`config.mk`:
```
export PLATFORM = sky130hd
export DESIGN_NAME = lru_shader_handle_cache
export DESIGN_NICKNAME = d
export VERILOG_FILES = /design/src/rtl/lshc_pkg.sv /design/src/rtl/lshc_entry_ram.sv /design/src/rtl/lshc_search.sv /design/src/rtl/lru_shader_handle_cache.sv
export SDC_FILE = /design/constraint.sdc
export NUM_CORES = 1
export LEC_CHECK = 0
export BUFFER_PORTS_ARGS = -buffer_cell sky130_fd_sc_hd__buf_4
export CAP_MARGIN = 20
export CORE_MARGIN = 5
export CORE_UTILIZATION = 30
export CTS_CLUSTER_SIZE = 14
export DETAILED_ROUTE_END_ITERATION = 8
export GPL_TIMING_DRIVEN = 0
export PLACE_DENSITY_LB_ADDON = 0.15
export SLEW_MARGIN = 5
export SYNTH_ARGS = -nofsm -noshare
export SYNTH_HDL_FRONTEND = slang
export SYNTH_SLANG_ARGS = --single-unit
```
`constraint.sdc`:
```
create_clock -name clock -period 4.9 [get_ports clock]
set_input_delay 0.49 -clock clock [delete_from_list [all_inputs] [get_ports clock]]
set_output_delay 0.49 -clock clock [all_outputs]
set_load 0.02 [all_outputs]
```
`src/rtl/lshc_pkg.sv`:
```
// Shared types and constants of the shader handle cache.
package lshc_pkg;

   // Field widths fixed by the item and result formats.
   localparam int MODE_W     = 5;
   localparam int HANDLE_W   = 16;
   localparam int COUNT_W    = 6;
   localparam int ALIAS_W    = 32;
   localparam int CSR_IDX_W  = 1;
   localparam int CSR_DATA_W = 6;

   // Handle value that marks "no program".
   localparam logic [HANDLE_W-1:0] NO_HANDLE = 16'hFFFF;

   // Reset value of the legal mode count.
   localparam logic [COUNT_W-1:0] MODE_COUNT_RESET = 6'd17;

   // Item action codes.
   localparam logic ACT_REGISTER = 1'b0;
   localparam logic ACT_LOOKUP   = 1'b1;

   // Configuration register indexes.
   localparam logic [CSR_IDX_W-1:0] CSR_NORMAL_MODE = 1'b0;
   localparam logic [CSR_IDX_W-1:0] CSR_MODE_COUNT  = 1'b1;

   typedef enum logic [2:0] {
      OUT_HIT          = 3'd0,
      OUT_PAL_FALLBACK = 3'd1,
      OUT_ALIAS_NORMAL = 3'd2,
      OUT_ALIAS_OTHER  = 3'd3,
      OUT_MISS         = 3'd4,
      OUT_REGISTERED   = 3'd5,
      OUT_REJECTED     = 3'd6
   } outcome_type;

   // How the age ranks change once the search is done.
   typedef enum logic [1:0] {
      UPD_NONE   = 2'd0,
      UPD_RECENT = 2'd1,
      UPD_INSERT = 2'd2
   } upd_type;

   typedef enum logic [2:0] {
      ST_IDLE       = 3'd0,
      ST_SCAN       = 3'd1,
      ST_SCAN_WAIT  = 3'd2,
      ST_DECIDE     = 3'd3,
      ST_SWEEP      = 3'd4,
      ST_SWEEP_WAIT = 3'd5
   } state_type;

   typedef struct packed {
      logic                action;
      logic [MODE_W-1:0]   blend_mode;
      logic                use_palette;
      logic [HANDLE_W-1:0] program_handle;
   } req_type;

   typedef struct packed {
      logic [HANDLE_W-1:0] result_handle;
      outcome_type         outcome;
      logic                evicted_valid;
      logic [HANDLE_W-1:0] evicted_handle;
      logic [ALIAS_W-1:0]  alias_total;
   } rsp_type;

   // One stored entry apart from its age rank.
   typedef struct packed {
      logic [MODE_W-1:0]   mode;
      logic                palette;
      logic [HANDLE_W-1:0] handle;
   } entry_data_type;

   // Decision of the search unit for the current item.
   typedef struct packed {
      upd_type             upd;
      logic                evict;
      outcome_type         outcome;
      logic [HANDLE_W-1:0] result_handle;
      logic [HANDLE_W-1:0] evict_handle;
      logic [HANDLE_W-1:0] wr_handle;
      logic                ins_palette;
      logic                alias_bump;
   } plan_type;

endpackage

```
`src/rtl/lshc_entry_ram.sv`:
```
// Entry storage: key, handle and age rank per slot, one write and one registered read port.
module lshc_entry_ram
   #(parameter int ENTRIES = 16,
     localparam int IdxW = $clog2(ENTRIES))
   (input  logic                       clock,
    input  logic [IdxW-1:0]            rd_addr,
    output lshc_pkg::entry_data_type   rd_data,
    output logic [IdxW-1:0]            rd_rank,
    input  logic [IdxW-1:0]            wr_addr,
    input  logic                       wr_data_en,
    input  lshc_pkg::entry_data_type   wr_data,
    input  logic                       wr_rank_en,
    input  logic [IdxW-1:0]            wr_rank);

   import lshc_pkg::*;

   entry_data_type  data_mem_ff [ENTRIES];
   logic [IdxW-1:0] rank_mem_ff [ENTRIES];
   entry_data_type  rd_data_ff;
   logic [IdxW-1:0] rd_rank_ff;

   // Write port.
   always_ff @(posedge clock) begin
      if (wr_data_en) begin
         data_mem_ff[wr_addr] <= wr_data;
      end
      if (wr_rank_en) begin
         rank_mem_ff[wr_addr] <= wr_rank;
      end
   end

   // Registered read port.
   always_ff @(posedge clock) begin
      rd_data_ff <= data_mem_ff[rd_addr];
      rd_rank_ff <= rank_mem_ff[rd_addr];
   end

   assign rd_data = rd_data_ff;
   assign rd_rank = rd_rank_ff;

endmodule

```
`src/rtl/lshc_search.sv`:
```
// Search unit: compares one streamed entry per cycle and decides what the item does.
module lshc_search
   #(parameter int ENTRIES = 16,
     localparam int IdxW = $clog2(ENTRIES),
     localparam int CntW = $clog2(ENTRIES + 1))
   (input  logic                     clock,
    input  logic                     reset,
    input  logic                     clear,
    input  logic                     acc_en,
    input  logic [IdxW-1:0]          slot,
    input  logic                     slot_valid,
    input  lshc_pkg::entry_data_type entry,
    input  logic [IdxW-1:0]          entry_rank,
    input  lshc_pkg::req_type        key,
    input  logic [4:0]               normal_mode,
    input  logic [5:0]               mode_count,
    output lshc_pkg::plan_type       plan,
    output logic [IdxW-1:0]          tgt_slot,
    output logic [IdxW-1:0]          tgt_rank,
    output logic [IdxW-1:0]          evict_slot);

   import lshc_pkg::*;

   // Candidates found during the scan.
   logic                hit_ff, fb_ff, nrm_ff, oth1_ff, oth2_ff, old_ff, free_ff;
   logic [IdxW-1:0]     hit_slot_ff, fb_slot_ff, nrm_slot_ff, oth1_slot_ff;
   logic [IdxW-1:0]     old_slot_ff, free_slot_ff;
   logic [IdxW-1:0]     hit_rank_ff, fb_rank_ff, old_rank_ff;
   logic [HANDLE_W-1:0] hit_handle_ff, fb_handle_ff, nrm_handle_ff;
   logic [HANDLE_W-1:0] oth1_handle_ff, oth2_handle_ff, old_handle_ff;
   logic [CntW-1:0]     cnt_ff;

   logic is_hit, is_fb, is_nrm, is_oth, is_older;
   logic full, legal, fb_ok, nrm_ok, oth1_ok, oth_ok;
   logic [IdxW-1:0]     ins_slot;
   logic [HANDLE_W-1:0] oth_handle;

   // Compares on the entry streamed in this cycle.
   always_comb begin
      is_hit   = slot_valid && (entry.mode == key.blend_mode)
                 && (entry.palette == key.use_palette);
      is_fb    = slot_valid && (entry.mode == key.blend_mode) && !entry.palette;
      is_nrm   = slot_valid && (entry.mode == normal_mode) && !entry.palette;
      is_oth   = slot_valid && !entry.palette;
      is_older = slot_valid && (!old_ff || (entry_rank > old_rank_ff));
   end

   // Accumulate the lowest matching slots, the live count and the oldest entry.
   always_ff @(posedge clock) begin
      if (reset || clear) begin
         hit_ff  <= 1'b0;
         fb_ff   <= 1'b0;
         nrm_ff  <= 1'b0;
         oth1_ff <= 1'b0;
         oth2_ff <= 1'b0;
         old_ff  <= 1'b0;
         free_ff <= 1'b0;
         cnt_ff  <= '0;
      end else if (acc_en) begin
         if (slot_valid) begin
            cnt_ff <= cnt_ff + CntW'(1);
         end
         if (is_hit && !hit_ff) begin
            hit_ff        <= 1'b1;
            hit_slot_ff   <= slot;
            hit_rank_ff   <= entry_rank;
            hit_handle_ff <= entry.handle;
         end
         if (is_fb && !fb_ff) begin
            fb_ff        <= 1'b1;
            fb_slot_ff   <= slot;
            fb_rank_ff   <= entry_rank;
            fb_handle_ff <= entry.handle;
         end
         if (is_nrm && !nrm_ff) begin
            nrm_ff        <= 1'b1;
            nrm_slot_ff   <= slot;
            nrm_handle_ff <= entry.handle;
         end
         if (is_oth && !oth1_ff) begin
            oth1_ff        <= 1'b1;
            oth1_slot_ff   <= slot;
            oth1_handle_ff <= entry.handle;
         end else if (is_oth && !oth2_ff) begin
            oth2_ff        <= 1'b1;
            oth2_handle_ff <= entry.handle;
         end
         if (is_older) begin
            old_ff        <= 1'b1;
            old_slot_ff   <= slot;
            old_rank_ff   <= entry_rank;
            old_handle_ff <= entry.handle;
         end
         if (!slot_valid && !free_ff) begin
            free_ff      <= 1'b1;
            free_slot_ff <= slot;
         end
      end
   end

   // A miss on a full cache evicts the oldest entry, which then no longer counts as a target.
   always_comb begin
      full     = (cnt_ff == CntW'(ENTRIES)) && old_ff;
      legal    = {1'b0, key.blend_mode} < mode_count;
      fb_ok    = fb_ff && !(full && (fb_slot_ff == old_slot_ff));
      nrm_ok   = nrm_ff && !(full && (nrm_slot_ff == old_slot_ff));
      oth1_ok  = oth1_ff && !(full && (oth1_slot_ff == old_slot_ff));
      oth_ok   = oth1_ok || oth2_ff;
      oth_handle = oth1_ok ? oth1_handle_ff : oth2_handle_ff;
      ins_slot = full ? old_slot_ff : free_slot_ff;
   end

   // Decision for the item once the scan is complete.
   always_comb begin
      plan               = '0;
      plan.upd           = UPD_NONE;
      plan.outcome       = OUT_MISS;
      plan.result_handle = NO_HANDLE;
      tgt_slot           = ins_slot;
      tgt_rank           = '0;
      if (key.action == ACT_REGISTER) begin
         plan.result_handle = key.program_handle;
         if (key.program_handle == NO_HANDLE) begin
            plan.outcome = OUT_REJECTED;
         end else begin
            plan.outcome   = OUT_REGISTERED;
            plan.wr_handle = key.program_handle;
            if (hit_ff) begin
               plan.upd = UPD_RECENT;
               tgt_slot = hit_slot_ff;
               tgt_rank = hit_rank_ff;
            end else begin
               plan.evict       = full;
               plan.upd         = UPD_INSERT;
               plan.ins_palette = key.use_palette;
            end
         end
      end else if (hit_ff) begin
         plan.outcome       = OUT_HIT;
         plan.result_handle = hit_handle_ff;
         plan.wr_handle     = hit_handle_ff;
         plan.upd           = UPD_RECENT;
         tgt_slot           = hit_slot_ff;
         tgt_rank           = hit_rank_ff;
      end else begin
         plan.evict = full;
         if (key.use_palette) begin
            // Palette miss falls back to the plain variant of the same mode.
            if (fb_ok) begin
               plan.outcome       = OUT_PAL_FALLBACK;
               plan.result_handle = fb_handle_ff;
               plan.wr_handle     = fb_handle_ff;
               plan.upd           = UPD_RECENT;
               tgt_slot           = fb_slot_ff;
               tgt_rank           = fb_rank_ff;
            end
         end else begin
            // Plain miss aliases to the Normal entry, else, for a legal mode, to the lowest plain entry.
            if (nrm_ok) begin
               plan.outcome       = OUT_ALIAS_NORMAL;
               plan.result_handle = nrm_handle_ff;
            end else if (legal && oth_ok) begin
               plan.outcome       = OUT_ALIAS_OTHER;
               plan.result_handle = oth_handle;
            end
            if (nrm_ok || (legal && oth_ok)) begin
               plan.upd         = UPD_INSERT;
               plan.wr_handle   = plan.result_handle;
               plan.ins_palette = 1'b0;
               plan.alias_bump  = legal;
            end
         end
      end
      plan.evict_handle = plan.evict ? old_handle_ff : '0;
   end

   assign evict_slot = old_slot_ff;

endmodule

```
`src/rtl/lru_shader_handle_cache.sv`:
```
// Top level of the LRU shader handle cache: sequencer, configuration and result register.
//
// Usage: an item (register or lookup of a blend mode and palette key) is transferred
// at a rising edge with start high and busy low; busy then stays high until the item
// is done. Each item gives one result on rsp_data, marked by rsp_valid for exactly one
// cycle; the receiver takes it at the end of that cycle and cannot hold it off.
// Configuration (normal mode, legal mode count) is written on the csr_ channel,
// which is always ready; write it only while no item is in progress.
// Operation: one pass over the entry memory, one read per cycle, feeds the shared
// search unit; an item that changes the age ranks takes a second pass that rewrites,
// through the memory's single write port, each rank that changes. The result strobe
// falls in the first cycle in which the next item can be transferred.
// Reset clears all valid bits and the alias counter and sets the configuration registers
// to their reset values; entry contents are not cleared and need no clearing pass.
module lru_shader_handle_cache
   #(parameter int CACHE_ENTRIES = 16)
   (input  logic                                    clock,
    input  logic                                    reset,
    input  logic                                    start,
    output logic                                    busy,
    input  lshc_pkg::req_type                       req_data,
    output logic                                    rsp_valid,
    output lshc_pkg::rsp_type                       rsp_data,
    input  logic                                    csr_valid,
    output logic                                    csr_ready,
    input  logic [lshc_pkg::CSR_IDX_W-1:0]          csr_index,
    input  logic [lshc_pkg::CSR_DATA_W-1:0]         csr_data);

   import lshc_pkg::*;

   localparam int IdxW = $clog2(CACHE_ENTRIES);

   state_type            state_ff, state_in;
   logic [IdxW-1:0]      idx_ff, idx_in;
   logic                 pipe_vld_ff;
   logic [IdxW-1:0]      pipe_tag_ff;
   req_type              item_ff;
   logic [MODE_W-1:0]    normal_mode_ff;
   logic [COUNT_W-1:0]   mode_count_ff;
   logic [ALIAS_W-1:0]   alias_ff, alias_in;
   logic [CACHE_ENTRIES-1:0] valid_ff;
   logic                 rsp_valid_ff;
   rsp_type              rsp_data_ff, rsp_data_in;

   logic accept, issue, acc_en, sweep_wr, finish, last_idx, tag_live;

   entry_data_type  rd_data, wr_data;
   logic [IdxW-1:0] rd_rank, wr_rank;
   logic            wr_data_en, wr_rank_en;

   plan_type        plan;
   logic [IdxW-1:0] tgt_slot, tgt_rank, evict_slot;

   lshc_entry_ram #(.ENTRIES(CACHE_ENTRIES)) u_ram (
      .clock      (clock),
      .rd_addr    (idx_ff),
      .rd_data    (rd_data),
      .rd_rank    (rd_rank),
      .wr_addr    (pipe_tag_ff),
      .wr_data_en (wr_data_en),
      .wr_data    (wr_data),
      .wr_rank_en (wr_rank_en),
      .wr_rank    (wr_rank));

   lshc_search #(.ENTRIES(CACHE_ENTRIES)) u_search (
      .clock       (clock),
      .reset       (reset),
      .clear       (accept),
      .acc_en      (acc_en),
      .slot        (pipe_tag_ff),
      .slot_valid  (valid_ff[pipe_tag_ff]),
      .entry       (rd_data),
      .entry_rank  (rd_rank),
      .key         (item_ff),
      .normal_mode (normal_mode_ff),
      .mode_count  (mode_count_ff),
      .plan        (plan),
      .tgt_slot    (tgt_slot),
      .tgt_rank    (tgt_rank),
      .evict_slot  (evict_slot));

   assign last_idx = (idx_ff == IdxW'(CACHE_ENTRIES - 1));

   // Next state of the sequencer.
   always_comb begin
      state_in = state_ff;
      unique case (state_ff)
         ST_IDLE: begin
            if (start) state_in = ST_SCAN;
         end
         ST_SCAN: begin
            if (last_idx) state_in = ST_SCAN_WAIT;
         end
         ST_SCAN_WAIT: begin
            state_in = ST_DECIDE;
         end
         ST_DECIDE: begin
            state_in = (plan.upd == UPD_NONE) ? ST_IDLE : ST_SWEEP;
         end
         ST_SWEEP: begin
            if (last_idx) state_in = ST_SWEEP_WAIT;
         end
         ST_SWEEP_WAIT: begin
            state_in = ST_IDLE;
         end
         default: begin
            state_in = ST_IDLE;
         end
      endcase
   end

   // Sequencer outputs.
   always_comb begin
      busy     = 1'b1;
      accept   = 1'b0;
      issue    = 1'b0;
      acc_en   = 1'b0;
      sweep_wr = 1'b0;
      finish   = 1'b0;
      unique case (state_ff)
         ST_IDLE: begin
            busy   = 1'b0;
            accept = start;
         end
         ST_SCAN: begin
            issue  = 1'b1;
            acc_en = pipe_vld_ff;
         end
         ST_SCAN_WAIT: begin
            acc_en = pipe_vld_ff;
         end
         ST_DECIDE: begin
            finish = (plan.upd == UPD_NONE);
         end
         ST_SWEEP: begin
            issue    = 1'b1;
            sweep_wr = pipe_vld_ff;
         end
         ST_SWEEP_WAIT: begin
            sweep_wr = pipe_vld_ff;
            finish   = 1'b1;
         end
         default: begin
            busy = 1'b1;
         end
      endcase
   end

   // Slot counter shared by the scan and the rank sweep.
   always_comb begin
      idx_in = idx_ff;
      if (accept || (state_ff == ST_DECIDE)) begin
         idx_in = '0;
      end else if (issue) begin
         idx_in = idx_ff + IdxW'(1);
      end
   end

   always_ff @(posedge clock) begin
      if (reset) begin
         state_ff    <= ST_IDLE;
         idx_ff      <= '0;
         pipe_vld_ff <= 1'b0;
      end else begin
         state_ff    <= state_in;
         idx_ff      <= idx_in;
         pipe_vld_ff <= issue;
      end
   end

   // The slot tag follows the registered read data.
   always_ff @(posedge clock) begin
      pipe_tag_ff <= idx_ff;
      if (accept) begin
         item_ff <= req_data;
      end
   end

   // Rank sweep: the target goes to rank zero, live entries age as the update requires.
   assign tag_live = valid_ff[pipe_tag_ff] && !(plan.evict && (pipe_tag_ff == evict_slot));

   always_comb begin
      wr_data_en = 1'b0;
      wr_rank_en = 1'b0;
      wr_data    = rd_data;
      wr_rank    = rd_rank;
      if (sweep_wr) begin
         if (pipe_tag_ff == tgt_slot) begin
            wr_data_en     = 1'b1;
            wr_rank_en     = 1'b1;
            wr_rank        = '0;
            wr_data.handle = plan.wr_handle;
            if (plan.upd == UPD_INSERT) begin
               wr_data.mode    = item_ff.blend_mode;
               wr_data.palette = plan.ins_palette;
            end
         end else if (tag_live && ((plan.upd == UPD_INSERT) || (rd_rank < tgt_rank))) begin
            wr_rank_en = 1'b1;
            wr_rank    = rd_rank + IdxW'(1);
         end
      end
   end

   // Valid bits change only when the item completes.
   always_ff @(posedge clock) begin
      if (reset) begin
         valid_ff <= '0;
      end else if (finish) begin
         if (plan.evict) begin
            valid_ff[evict_slot] <= 1'b0;
         end
         if (plan.upd == UPD_INSERT) begin
            valid_ff[tgt_slot] <= 1'b1;
         end
      end
   end

   // Configuration registers.
   assign csr_ready = 1'b1;

   always_ff @(posedge clock) begin
      if (reset) begin
         normal_mode_ff <= '0;
         mode_count_ff  <= MODE_COUNT_RESET;
      end else if (csr_valid) begin
         unique case (csr_index)
            CSR_NORMAL_MODE: normal_mode_ff <= csr_data[MODE_W-1:0];
            CSR_MODE_COUNT:  mode_count_ff  <= csr_data[COUNT_W-1:0];
            default: begin
               normal_mode_ff <= normal_mode_ff;
            end
         endcase
      end
   end

   // Saturating alias counter and the result register.
   always_comb begin
      alias_in = alias_ff;
      if (finish && plan.alias_bump && (alias_ff != '1)) begin
         alias_in = alias_ff + ALIAS_W'(1);
      end
      rsp_data_in.result_handle  = plan.result_handle;
      rsp_data_in.outcome        = plan.outcome;
      rsp_data_in.evicted_valid  = plan.evict;
      rsp_data_in.evicted_handle = plan.evict_handle;
      rsp_data_in.alias_total    = alias_in;
   end

   always_ff @(posedge clock) begin
      if (reset) begin
         alias_ff     <= '0;
         rsp_valid_ff <= 1'b0;
      end else begin
         alias_ff     <= alias_in;
         rsp_valid_ff <= finish;
      end
   end

   always_ff @(posedge clock) begin
      if (finish) begin
         rsp_data_ff <= rsp_data_in;
      end
   end

   assign rsp_valid = rsp_valid_ff;
   assign rsp_data  = rsp_data_ff;

   // A result is only shown once the block is free again.
   a_rsp_idle: assert property (@(posedge clock) disable iff (reset)
      rsp_valid |-> !busy)
      else $error("result strobe while an item is in progress");

   // Exactly one result per item: no strobe right after a transfer or after a strobe.
   a_rsp_single: assert property (@(posedge clock) disable iff (reset)
      (rsp_valid || accept) |=> !rsp_valid)
      else $error("result strobe repeated or too early");

   // Eviction happens only on a full cache.
   a_evict_full: assert property (@(posedge clock) disable iff (reset)
      (finish && plan.evict) |-> ($countones(valid_ff) == CACHE_ENTRIES))
      else $error("eviction from a cache that is not full");

   // An insertion goes to a free slot or to the slot just evicted.
   a_insert_free: assert property (@(posedge clock) disable iff (reset)
      (finish && (plan.upd == UPD_INSERT)) |->
         (!valid_ff[tgt_slot] || (plan.evict && (tgt_slot == evict_slot))))
      else $error("insertion over a live entry");

endmodule
```
==> results.ini, run 1 <==
[critical_path]
r2r_slack_ns=0.21
crit_family=simple AND/OR/NAND/NOR gates
crit_path_start_kind=flip-flop
crit_type=flip-flop to flip-flop
end_kind=flip-flop
crit_buf_inv=4
cp.required_ns=5.27
slowest_delay_ns=0.74
worst_ep_arrival_time_ns=5.07
crit_chain=inv_1 > ha_1 > nand4b_1 > nand2b_1 > buf_2 > or4b_1 > nand3_1 > nor2_1 > clkbuf_1 > a22o_1 > a222oi_1 > mux2i_1 > buf_4
crit_slowest_cell=a222oi_1
crit_fanout=11

[yosys]
synth_top_area_frac=0.637
ys.flop_type=edfxtp_1
yosys_warnings=0
synth_edf_count=639
syn_nets=1821
ys_types=78
ys_seq_area_frac=0.710
syn_area_sq_um=30100
netlist_instances=1771
synth_area_per_cell_sq_um=17.0
ys_seq_elements=749
ys_async_sr_fraction=0
synthTopCellsByArea=edfxtp_1 64%, mux4_2 10%, dfxtp_1 7.3%
yosys.area.top_type=edfxtp_1

[power_and_ir_drop]
peakVddDrop_uv=247
power.density_nw_per_um2=376
internal_power_mw=10.7
leakagePower_nw=12.2
power_frac_seq=0.514
clkPwrFrac=0.445
power_switching_mw=2.92
switching_share=0.214
comb_power_share=0.041

[finish]
final_common_cell=edfxtp_1
final_cell_mix=639 x edfxtp_1, 153 x buf_4, 135 x mux4_2
area.growth.synth_to_final_pct=20.5
fin_nets=2101
multiInputGateArea_sq_um=8350
drive_above_1_share=0.247
register_area_sq_um=21400
postLayoutCellArea_sq_um=36300
fill_cells=9430

[sta]
slew_violations=0
layout_min_cycle_time_ns=4.69
setup_viol=0
rsz0062_at_grt=yes
fin_worst_skew_ns=0.0262
maxSlewHeadroom=0.267
setup_ws_ns=0.208
holdWs_ns=0.0410
fmaxAchievable_mhz=213
tightest_slew_ns=1.10
period_share=0.958
finalHoldViolations=0

[grt]
grt_pass1_wl_um=124000
antenna_found_initial=4
grt_pass1_vias=17500
grtUsageTotal=0.156
grt_max_degree=69
overflow=0

[clock_network]
cts_tree=yes
cts_num_sinks=749
ctsRootBufferMaster=clkbuf_16
worstSkewPairLatency_ns=0.64
htree_levels=3
cts_buffer_depth=3
clk_pin_slew_ns=0.06
numCtsBuffers=80

[floorplanning]
coreArea_sq_um=99900
num_rows=116
die_w_um=327
ios=105
start_util=0.302
dieArea_sq_um=107000
die_h_um=327

[detailed_routing]
drc=0
wl_per_cell_um=24.9
dr.pass1.iters=6
wl_um=85000
routed_via_density=5.04
drt-initial-drc-count=1491
antenna_left=0
vias=17200

[place]
io_buffers=102
dp_hpwl_um=62100
gp_congestion=0.795
pre_cts_slack_ns=-0.383
place_area_sq_um=33400

[worst_hold_path]
hp-class=primary input to flip-flop

[outcome]
status=finished clean

[flow_run]
maxCapViolations=0

## cells by family (layout without fill, tap and decap cells)
logic type | after synthesis | after routing | synth area share
adder cells (fa/ha/maj) | 16 | 16 | 0.00664
buffers and inverters | 135 | 480 | 0.0183
multiplexers | 200 | 200 | 0.123
other | 1 | 2 | 0.000124
AND/OR/NAND/NOR | 382 | 382 | 0.0676
flip-flops | 749 | 749 | 0.710
AO/OA/AOI/OAI | 241 | 241 | 0.0605
XOR/XNOR | 47 | 47 | 0.0137
## registers in the layout, summed over array words and instances (netlist names), 16 cells and up
register and cells:
alias_ff 32, u_search.old_handle_ff 16, u_ram.data_mem_ff 352, u_search.oth1_handle_ff 16, u_search.nrm_handle_ff 16, u_ram.rank_mem_ff 64
u_search.fb_handle_ff 16, u_search.hit_handle_ff 16, valid_ff 16, item_ff 23, u_ram.rd_data 22, u_search.oth2_handle_ff 16
rsp_data 68
## metal layers
metal	vias up	track usage	routed length (um)
li1	7679	-	-
met1	8909	0.213	37900
met2	501	0.259	41000
met3	107	0.0348	4690
met4	2	0.0288	1370
met5	-	0	13
## synthesized netlist by cell type, types with 19 or more instances
| master | n |
|---|---|
| a21oi_1 | 64 |
| and2_1 | 22 |
| and3_1 | 32 |
| buf_1 | 21 |
| clkbuf_1 | 61 |
| dfxtp_1 | 110 |
| edfxtp_1 | 639 |
| inv_1 | 39 |
| mux2_2 | 22 |
| mux2i_1 | 43 |
| mux4_2 | 135 |
| nand2_1 | 73 |
| nand2b_1 | 21 |
| nand3_1 | 33 |
| nor2_1 | 62 |
| nor2b_1 | 29 |
| nor3_1 | 43 |
| o21ai_0 | 25 |
| o221ai_1 | 19 |
| xnor2_1 | 24 |
| xor2_1 | 23 |
## area by class of cell
class / instances / area share
sequential: 749 / 0.589
multi-input combinational: 887 / 0.230
clock buffer: 104 / 0.0599
timing repair buffer: 198 / 0.0481
tap: 1298 / 0.0447
clock inverter: 43 / 0.0126
buffer: 95 / 0.0112
inverter: 40 / 0.00414
antenna: 1 / 0.0000689
## per-stage QoR
stage / TNS, ns / cells / utilization / total power [mW]
6_report: 0 / 3415 / 0.363 / 13.7
5_1_grt: -0.811 / 3414 / 0.363 / 14.1
4_1_cts: 0 / 3397 / 0.362 / 13.8
3_5_place_dp: -11.55 / 3240 / 0.334 / 7.70
3_3_place_gp: -812.43 / 3171 / 0.326 / 7.68
2_1_floorplan: -0.805 / 1771 / - / 7.44
## power groups by stage
stage	sequential, mW	combinational (mW)	clock [mW]
after floorplan	7.11	0.322	0
after global placement	7.16	0.513	0
after detailed placement	7.16	0.539	0
after CTS	7.03	0.549	6.25
after global routing	7.03	0.599	6.52
final	7.03	0.554	6.08
## worst register-to-register path, stage by stage (launching register included)
cell	delay, ns
dfxtp_1	0.34
inv_1	0.07
ha_1	0.14
nand4b_1	0.20
nand2b_1	0.23
buf_2	0.21
or4b_1	0.57
nand3_1	0.41
nor2_1	0.23
clkbuf_1	0.34
a22o_1	0.26
a222oi_1	0.74
mux2i_1	0.40
buf_4	0.29
## final timing paths
path                                                       from                                end  depth (start not counted)
worst max-delay path            u_search.cnt_ff[0]$_SDFFE_PP0P_  u_ram.data_mem_ff[5][9]$_DFFE_PP_                         13
worst min-delay path                                req_data[0]               item_ff[0]$_DFFE_PP_                          1
worst max register to register  u_search.cnt_ff[0]$_SDFFE_PP0P_  u_ram.data_mem_ff[5][9]$_DFFE_PP_                         13
worst min register to register           idx_ff[1]$_SDFFE_PP0P_             pipe_tag_ff[1]$_DFF_P_                          0
## what timing repair did
action,CTS,global route
setup endpoints to repair,64,33
hold buffers,10,0
buffers inserted,0,0
pin swaps,2,1
endpoints found under the hold margin,10,0
resized for setup,5,2
Power figures use the tool's default switching activity.
==> run 2: changes to the inputs <==
--- a/config.mk
+++ b/config.mk
@@ -6,9 +6,9 @@
 export NUM_CORES = 1
 export LEC_CHECK = 0
 export BUFFER_PORTS_ARGS = -buffer_cell sky130_fd_sc_hd__buf_4
-export CAP_MARGIN = 20
+export CAP_MARGIN = 0
 export CORE_MARGIN = 5
-export CORE_UTILIZATION = 30
+export CORE_UTILIZATION = 56
 export CTS_CLUSTER_SIZE = 14
 export DETAILED_ROUTE_END_ITERATION = 8
 export GPL_TIMING_DRIVEN = 0
==> run 2 against run 1 <==
  * Critical path depth rose by 1
  * Die area is 45% lower
  * Power is 2.2% lower
  * Global-route usage is 10 points higher
  * Combinational power down 9.7%
==> results.ini, run 2 (same netlist as run 1, synthesis figures left out) <==
[detailed_routing]
drt-initial-drc-count=1727  ; +16%
routed_via_density=6.27  ; +25%
dr.pass1.iters=8  ; +2
vias=17400  ; +0.99%
antenna_left=0  ; unchanged
wl_per_cell_um=27.2  ; +9.3%
drc=0  ; unchanged
wl_um=75300  ; -11%

[power_and_ir_drop]
power_frac_seq=0.526  ; +0.012
power.density_nw_per_um2=381  ; +1.1%
peakVddDrop_uv=294  ; +19%
switching_share=0.213  ; -0.000880
internal_power_mw=10.5  ; -2.1%
total_power_mw=13.4  ; -2.2%
power_switching_mw=2.84  ; -2.6%
leakagePower_nw=12.0  ; -1.9%
comb_power_share=0.037  ; -0.004
clkPwrFrac=0.437  ; -0.008

[sta]
rsz0062_at_grt=no
period_share=0.957  ; about the same
maxSlewHeadroom=0.126  ; -0.141
setup_viol=0  ; unchanged
finalHoldViolations=0  ; unchanged
layout_min_cycle_time_ns=4.69  ; -0.00339 ns
tightest_slew_ns=1.27  ; +0.175 ns
fmaxAchievable_mhz=213  ; about the same
fin_worst_skew_ns=0.0458  ; +0.0196 ns
setup_ws_ns=0.211  ; +0.00339 ns
slew_violations=0  ; unchanged

[floorplanning]
die_w_um=242  ; -26%
start_util=0.562  ; +0.260
coreArea_sq_um=53600  ; -46%
ios=105  ; unchanged
num_rows=85  ; -27%
dieArea_sq_um=58500  ; -45%
die_h_um=242  ; -26%

[grt]
grt_pass1_vias=17700  ; +0.89%
grtUsageTotal=0.257  ; +0.101
antenna_found_initial=1  ; -3
overflow=0  ; unchanged
grt_max_degree=73  ; +5.8%
grt_pass1_wl_um=113000  ; -8.6%

[flow_run]
maxCapViolations=0  ; unchanged

[finish]
drive_above_1_share=0.236  ; -0.0112
final_cell_mix=639 x edfxtp_1, 135 x mux4_2, 129 x buf_4
final_common_cell=edfxtp_1
n_antenna_cell=0  ; -1
area.growth.synth_to_final_pct=16.5
fin_nets=2057  ; -2.1%
largest_reg_flops=352  ; unchanged
regMostFlops=u_ram.data_mem_ff
postLayoutCellArea_sq_um=35100  ; -3.3%

[critical_path]
crit_type=flip-flop to flip-flop
crit_fanout=10  ; -1
end_kind=flip-flop
crit_path_start_kind=flip-flop
worst_ep_arrival_time_ns=5.02  ; -0.05 ns
cp.required_ns=5.23  ; -0.04 ns

[clock_network]
cts_num_sinks=749  ; unchanged
clk_pin_slew_ns=0.06  ; about the same
post-cts-setup-buffers=0  ; unchanged
cts_buffer_depth=3  ; unchanged
ctsRootBufferMaster=clkbuf_16
cts_tree=yes
worstSkewPairLatency_ns=0.64  ; about the same
htree_levels=3  ; unchanged
numCtsBuffers=77  ; -3.8%

[place]
gp_congestion=0.914  ; +15%
dp_hpwl_um=52600  ; -15%
place_area_sq_um=32500  ; -2.6%
pre_cts_slack_ns=-0.301  ; +0.0822 ns
io_buffers=102  ; unchanged

[outcome]
status=finished clean

[worst_hold_path]
hp-class=primary input to flip-flop

## run 2: cell count changes in the layout (fill, tap and decap cells not counted), sizes merged
cell         before  now
buf             220  190
clkinv           29   20
dlygate4sd3      10    2
clkbuf          167  174
bufinv            8    5
clkinvlp          3    2
diode             1    0
## run 2: area by class of cell
cell class	count	area, sq um
Buffer	94	400
Clock inverter	30	387
Inverter	40	150
Sequential cell	749	21400
Tap cell	696	871
Fill cell	3671	18500
Timing Repair Buffer	158	1410
Multi-Input combinational cell	887	8340
Clock buffer	114	2160
## run 2: worst paths after layout
check / depth (start not counted) / endpoint / start / slack (ns)
max: 14 / u_ram.data_mem_ff[7][12]$_DFFE_PP_ / u_search.cnt_ff[0]$_SDFFE_PP0P_ / 0.21
min: 1 / item_ff[5]$_DFFE_PP_ / req_data[5] / 0.03
max reg2reg: 14 / u_ram.data_mem_ff[7][12]$_DFFE_PP_ / u_search.cnt_ff[0]$_SDFFE_PP0P_ / 0.21
min reg2reg: 0 / pipe_tag_ff[1]$_DFF_P_ / idx_ff[1]$_SDFFE_PP0P_ / 0.38
## run 2: what timing repair did
action                                  4_1_cts  5_1_grt
hold buffers                                  1        1
gates cloned                                  0        0
endpoints found under the setup margin       16       63
gates resized for setup                       1        3
endpoints found under the hold margin         1        1
## run 2: power by group through the flow
stage | logic [mW] | registers (mW) | clock network, mW
after floorplan | 0.322 | 7.11 | 0
after global placement | 0.478 | 7.15 | 0
after detailed placement | 0.492 | 7.15 | 0
after CTS | 0.496 | 7.02 | 5.91
after global routing | 0.538 | 7.02 | 6.20
final | 0.500 | 7.02 | 5.84
## run 2: metal layers
layer	track usage	share of wire
met5	0	0.00017
met4	0.0807	0.032
met3	0.0651	0.091
met2	0.426	0.49
met1	0.341	0.38
## run 2: critical path, stage by stage, from the launching register on
cell       delay (ns)
dfxtp_1          0.34
inv_1            0.07
ha_1             0.14
nand4b_1         0.20
nor4_1           0.57
a211o_1          0.34
o22ai_1          0.18
a222oi_1         0.43
o211a_4          0.31
o2111ai_4        0.27
buf_4            0.30
nor3_2           0.54
buf_4            0.33
buf_6            0.19
buf_6            0.17
## run 2: through the flow
step,TNS (ns),hold slack (ns),instances,util
floorplan,-0.805,0.353,1771,-
global placement,-720.73,0.372,2569,0.593
detailed placement,-4.81,0.373,2623,0.607
CTS,0,0.00108,2768,0.654
global route,0,0.00140,2768,0.655
finish,0,0.0270,2768,0.655
==> run 3: changes to the inputs <==
--- a/config.mk
+++ b/config.mk
@@ -16,4 +16,5 @@
 export SLEW_MARGIN = 5
 export SYNTH_ARGS = -nofsm -noshare
 export SYNTH_HDL_FRONTEND = slang
+export SYNTH_HIERARCHICAL = 1
 export SYNTH_SLANG_ARGS = --single-unit
==> run 3 against run 2 <==
  * Power decreased by 2.8%
  * Highest routed layer is now met4
  * Via count is 3.8% lower
  * Synthesized cell count fell by 0.45%
  * Sequential power is 0.7% lower
  * Final area fell by 1.6%
  * Final cell count shrank 1.6%
  * Non-clock buffer count is 35 lower
  * Hold slack gained 0.027 ns
==> results.ini, run 3 <==
[outcome]
status=finished clean

[yosys]
synth_edf_count=639  ; unchanged
yosys_warnings=6  ; +6
ys_async_sr_fraction=0  ; unchanged
synth_area_per_cell_sq_um=16.9  ; -0.59%
syn_area_sq_um=29800  ; -1.0%
netlist_instances=1763  ; -0.45%
ys_seq_elements=749  ; unchanged
synth.most_common_cell=edfxtp_1
yosys.area.top_type=edfxtp_1
synth_top_area_frac=0.643  ; +0.00668
synthTopCellsByArea=edfxtp_1 64%, dfxtp_1 7.4%, mux4_2 5.4%
ys_seq_area_frac=0.717  ; +0.00745
ys_types=77  ; -1.3%
ys.flop_type=edfxtp_1
syn_nets=1813  ; -0.44%
synth_common_cells=639 x edfxtp_1, 110 x dfxtp_1, 99 x nor2_1

[floorplanning]
die_h_um=241  ; -0.50%
dieArea_sq_um=58000  ; -0.99%
coreArea_sq_um=52700  ; -1.8%
start_util=0.566  ; +0.00416
ios=105  ; unchanged
num_rows=84  ; -1.2%
die_w_um=241  ; -0.50%

[finish]
final_util=0.656  ; +0.00124
fill_cells=3658  ; -0.35%
final_common_cell=edfxtp_1
final_cell_mix=639 x edfxtp_1, 112 x buf_4, 110 x dfxtp_1
largest_reg_flops=352  ; unchanged
drive_above_1_share=0.209  ; -0.0261
area.growth.synth_to_final_pct=15.9
fin_nets=2024  ; -1.6%
regMostFlops=u_ram/data_mem_ff

[sta]
fin_worst_skew_ns=0.0245  ; -0.0214 ns
tightest_slew_ns=1.27  ; -0.00350 ns
fmaxAchievable_mhz=210  ; -1.6%
setup_viol=0  ; unchanged
finalHoldViolations=0  ; unchanged
period_share=0.972  ; +0.0153
slew_violations=0  ; unchanged
layout_min_cycle_time_ns=4.76  ; +0.0751 ns
maxSlewHeadroom=0.153  ; +0.0266
holdWs_ns=0.0538  ; +0.0267 ns
rsz0062_at_grt=yes

[detailed_routing]
wl_met1_um=28000  ; -3.3%
antenna_left=0  ; unchanged
dr_wl_met3_um=5150  ; -24%
wl_um=68200  ; -9.4%
wl_per_cell_um=25.0  ; -7.9%
routed_via_density=6.14  ; -2.2%
vias=16700  ; -3.8%
met2_length_um=33500  ; -9.7%
drt-initial-drc-count=1779  ; +3.0%
drc=0  ; unchanged
dr.pass1.iters=6  ; -2
top_layer_used=met4

[critical_path]
crit_type=flip-flop to flip-flop
crit_buf_inv=0  ; -5
r2r-end=u_ram/rank_mem_ff[0][0]$_DFFE_PP_
crit_slowest_cell=or3b_2
r2r_slack_ns=0.14  ; -0.08 ns
reg2reg_from=item_ff[19]$_DFFE_PP_
end_kind=flip-flop
worst_ep_arrival_time_ns=5.02  ; about the same
ff2ff_path_depth=13  ; -1
crit_chain=ha_1 > a21oi_1 > o21ai_0 > a21oi_2 > o21ai_0 > a21o_1 > o31ai_1 > nor2b_1 > a221o_1 > nand3_1 > a21oi_1 > or3b_2 > nor2_1
cp.required_ns=5.16  ; -0.07 ns
crit_fanout=5  ; -5
crit_family=compound AO/OA/AOI/OAI gates
crit_path_start_kind=flip-flop
slowest_delay_ns=0.55  ; -0.02 ns

[flow_run]
maxCapViolations=0  ; unchanged

[grt]
grtUsageTotal=0.234  ; -0.0228
antenna_found_initial=2  ; +1
grt_pass1_vias=16600  ; -5.9%
grt_max_degree=35  ; -52%
overflow=0  ; unchanged
grt_pass1_wl_um=102000  ; -9.5%

[place]
io_buffers=101  ; -0.98%
gp_congestion=0.882  ; -3.5%
dp_hpwl_um=44900  ; -15%

[worst_hold_path]
hp-class=primary input to flip-flop
hp-start=req_data[18]
hold_depth=1  ; unchanged
hold_end=item_ff[18]$_DFFE_PP_

[clock_network]
cts_hold_buf=0  ; -1
cts_buffer_depth=3  ; unchanged
clk_pin_slew_ns=0.05  ; about the same
cts_tree=yes
htree_levels=3  ; unchanged
ctsRootBufferMaster=clkbuf_16
worstSkewPairLatency_ns=0.62  ; -0.02 ns
cts_num_sinks=749  ; unchanged
numCtsBuffers=76  ; -1.3%

[power_and_ir_drop]
power_switching_mw=2.62  ; -7.9%
leakagePower_nw=11.4  ; -4.7%
internal_power_mw=10.4  ; -1.4%
switching_share=0.202  ; -0.0111
peakVddDrop_uv=298  ; +1.2%
comb_power_share=0.033  ; -0.004
power.density_nw_per_um2=376  ; -1.3%
clkPwrFrac=0.430  ; -0.007
power_frac_seq=0.537  ; +0.011

[run 3: cell count changes in the layout (fill, tap and decap cells not counted), sizes merged, moves of 28 or more]
cell   change
nor3      -31
nor2      +42
mux2i     -29
and2      +33
and3      -28
a22oi     +52
a21oi     -30
[run 3: power by group through the flow]
| stage | registers, mW | clock network (mW) | logic, mW |
|---|---|---|---|
| after global placement | 7.11 | 0 | 0.406 |
| after detailed placement | 7.11 | 0 | 0.427 |
| after CTS | 6.97 | 5.68 | 0.430 |
| after global routing | 6.97 | 5.95 | 0.464 |
| after floorplan | 7.08 | 0 | 0.287 |
| final | 6.97 | 5.58 | 0.432 |
[run 3: final cells by class]
cell class | count | area [sq um] | share of cell area
Tap cell | 688 | 861 | 0.0249
Timing Repair Buffer | 129 | 1220 | 0.0353
Antenna cell | 1 | 2.50 | 0.0000724
Multi-Input combinational cell | 899 | 8040 | 0.233
Inverter | 31 | 116 | 0.00337
Clock inverter | 29 | 267 | 0.00771
Buffer | 88 | 512 | 0.0148
Sequential cell | 749 | 21400 | 0.619
Clock buffer | 109 | 2140 | 0.0619
[run 3: kinds of logic (layout without fill, tap and decap cells)]
| logic type | Yosys count | in the layout | synth area share |
|---|---|---|---|
| and+or+nand+nor | 430 | 434 | 0.0761 |
| xor gates and xnor gates | 70 | 70 | 0.0208 |
| other | 1 | 2 | 0.000126 |
| adders and majority gates | 16 | 16 | 0.00671 |
| AOI/OAI and AO/OA | 217 | 217 | 0.0525 |
| buffers and inverters | 119 | 386 | 0.0209 |
| DFF | 749 | 749 | 0.717 |
| muxes | 161 | 161 | 0.106 |
[run 3: what timing repair did]
action,4_1_cts,5_1_grt
gates resized for setup,4,8
pin swaps,5,7
setup endpoints to repair,391,212
buffers inserted,2,6
cloned,1,3
[run 3: routing by layer]
metal  vias up  GRT usage
li1       7376          -
met1      8530      0.331
met2       689      0.382
met3       111     0.0458
met4         0     0.0621
met5         -          0
[run 3: metrics by stage]
stage | instance area, sq um | power, mW | TNS [ns] | setup slack, ns | cells
after CTS | 34400 | 13.1 | 0 | 0.00691 | 2713
after global placement | 31400 | 7.51 | -671.54 | -1.71 | 2552
final | 34600 | 13.0 | 0 | 0.136 | 2723
after global routing | 34500 | 13.4 | -0.422 | -0.0749 | 2722
after detailed placement | 31900 | 7.53 | -139.98 | -0.640 | 2572
after floorplan | 29800 | 7.37 | 0 | 0.0770 | 1763
[run 3: worst max-delay path by stage]
stage	startpoint	end	slack (ns)	cells past startpoint
2_1_floorplan	u_search/cnt_ff[0]$_SDFFE_PN0P_	valid_ff[10]$_SDFFE_PP0N_	0.08	13
3_3_place_gp	item_ff[22]$_DFFE_PP_	u_ram/data_mem_ff[1][11]$_DFFE_PP_	-1.71	10
3_5_place_dp	item_ff[22]$_DFFE_PP_	u_ram/data_mem_ff[2][11]$_DFFE_PP_	-0.64	10
4_1_cts	item_ff[0]$_DFFE_PP_	u_ram/data_mem_ff[15][19]$_DFFE_PP_	0.007	13
5_1_grt	item_ff[19]$_DFFE_PP_	u_ram/rank_mem_ff[0][0]$_DFFE_PP_	-0.07	13
6_report	item_ff[19]$_DFFE_PP_	u_ram/rank_mem_ff[0][0]$_DFFE_PP_	0.14	13
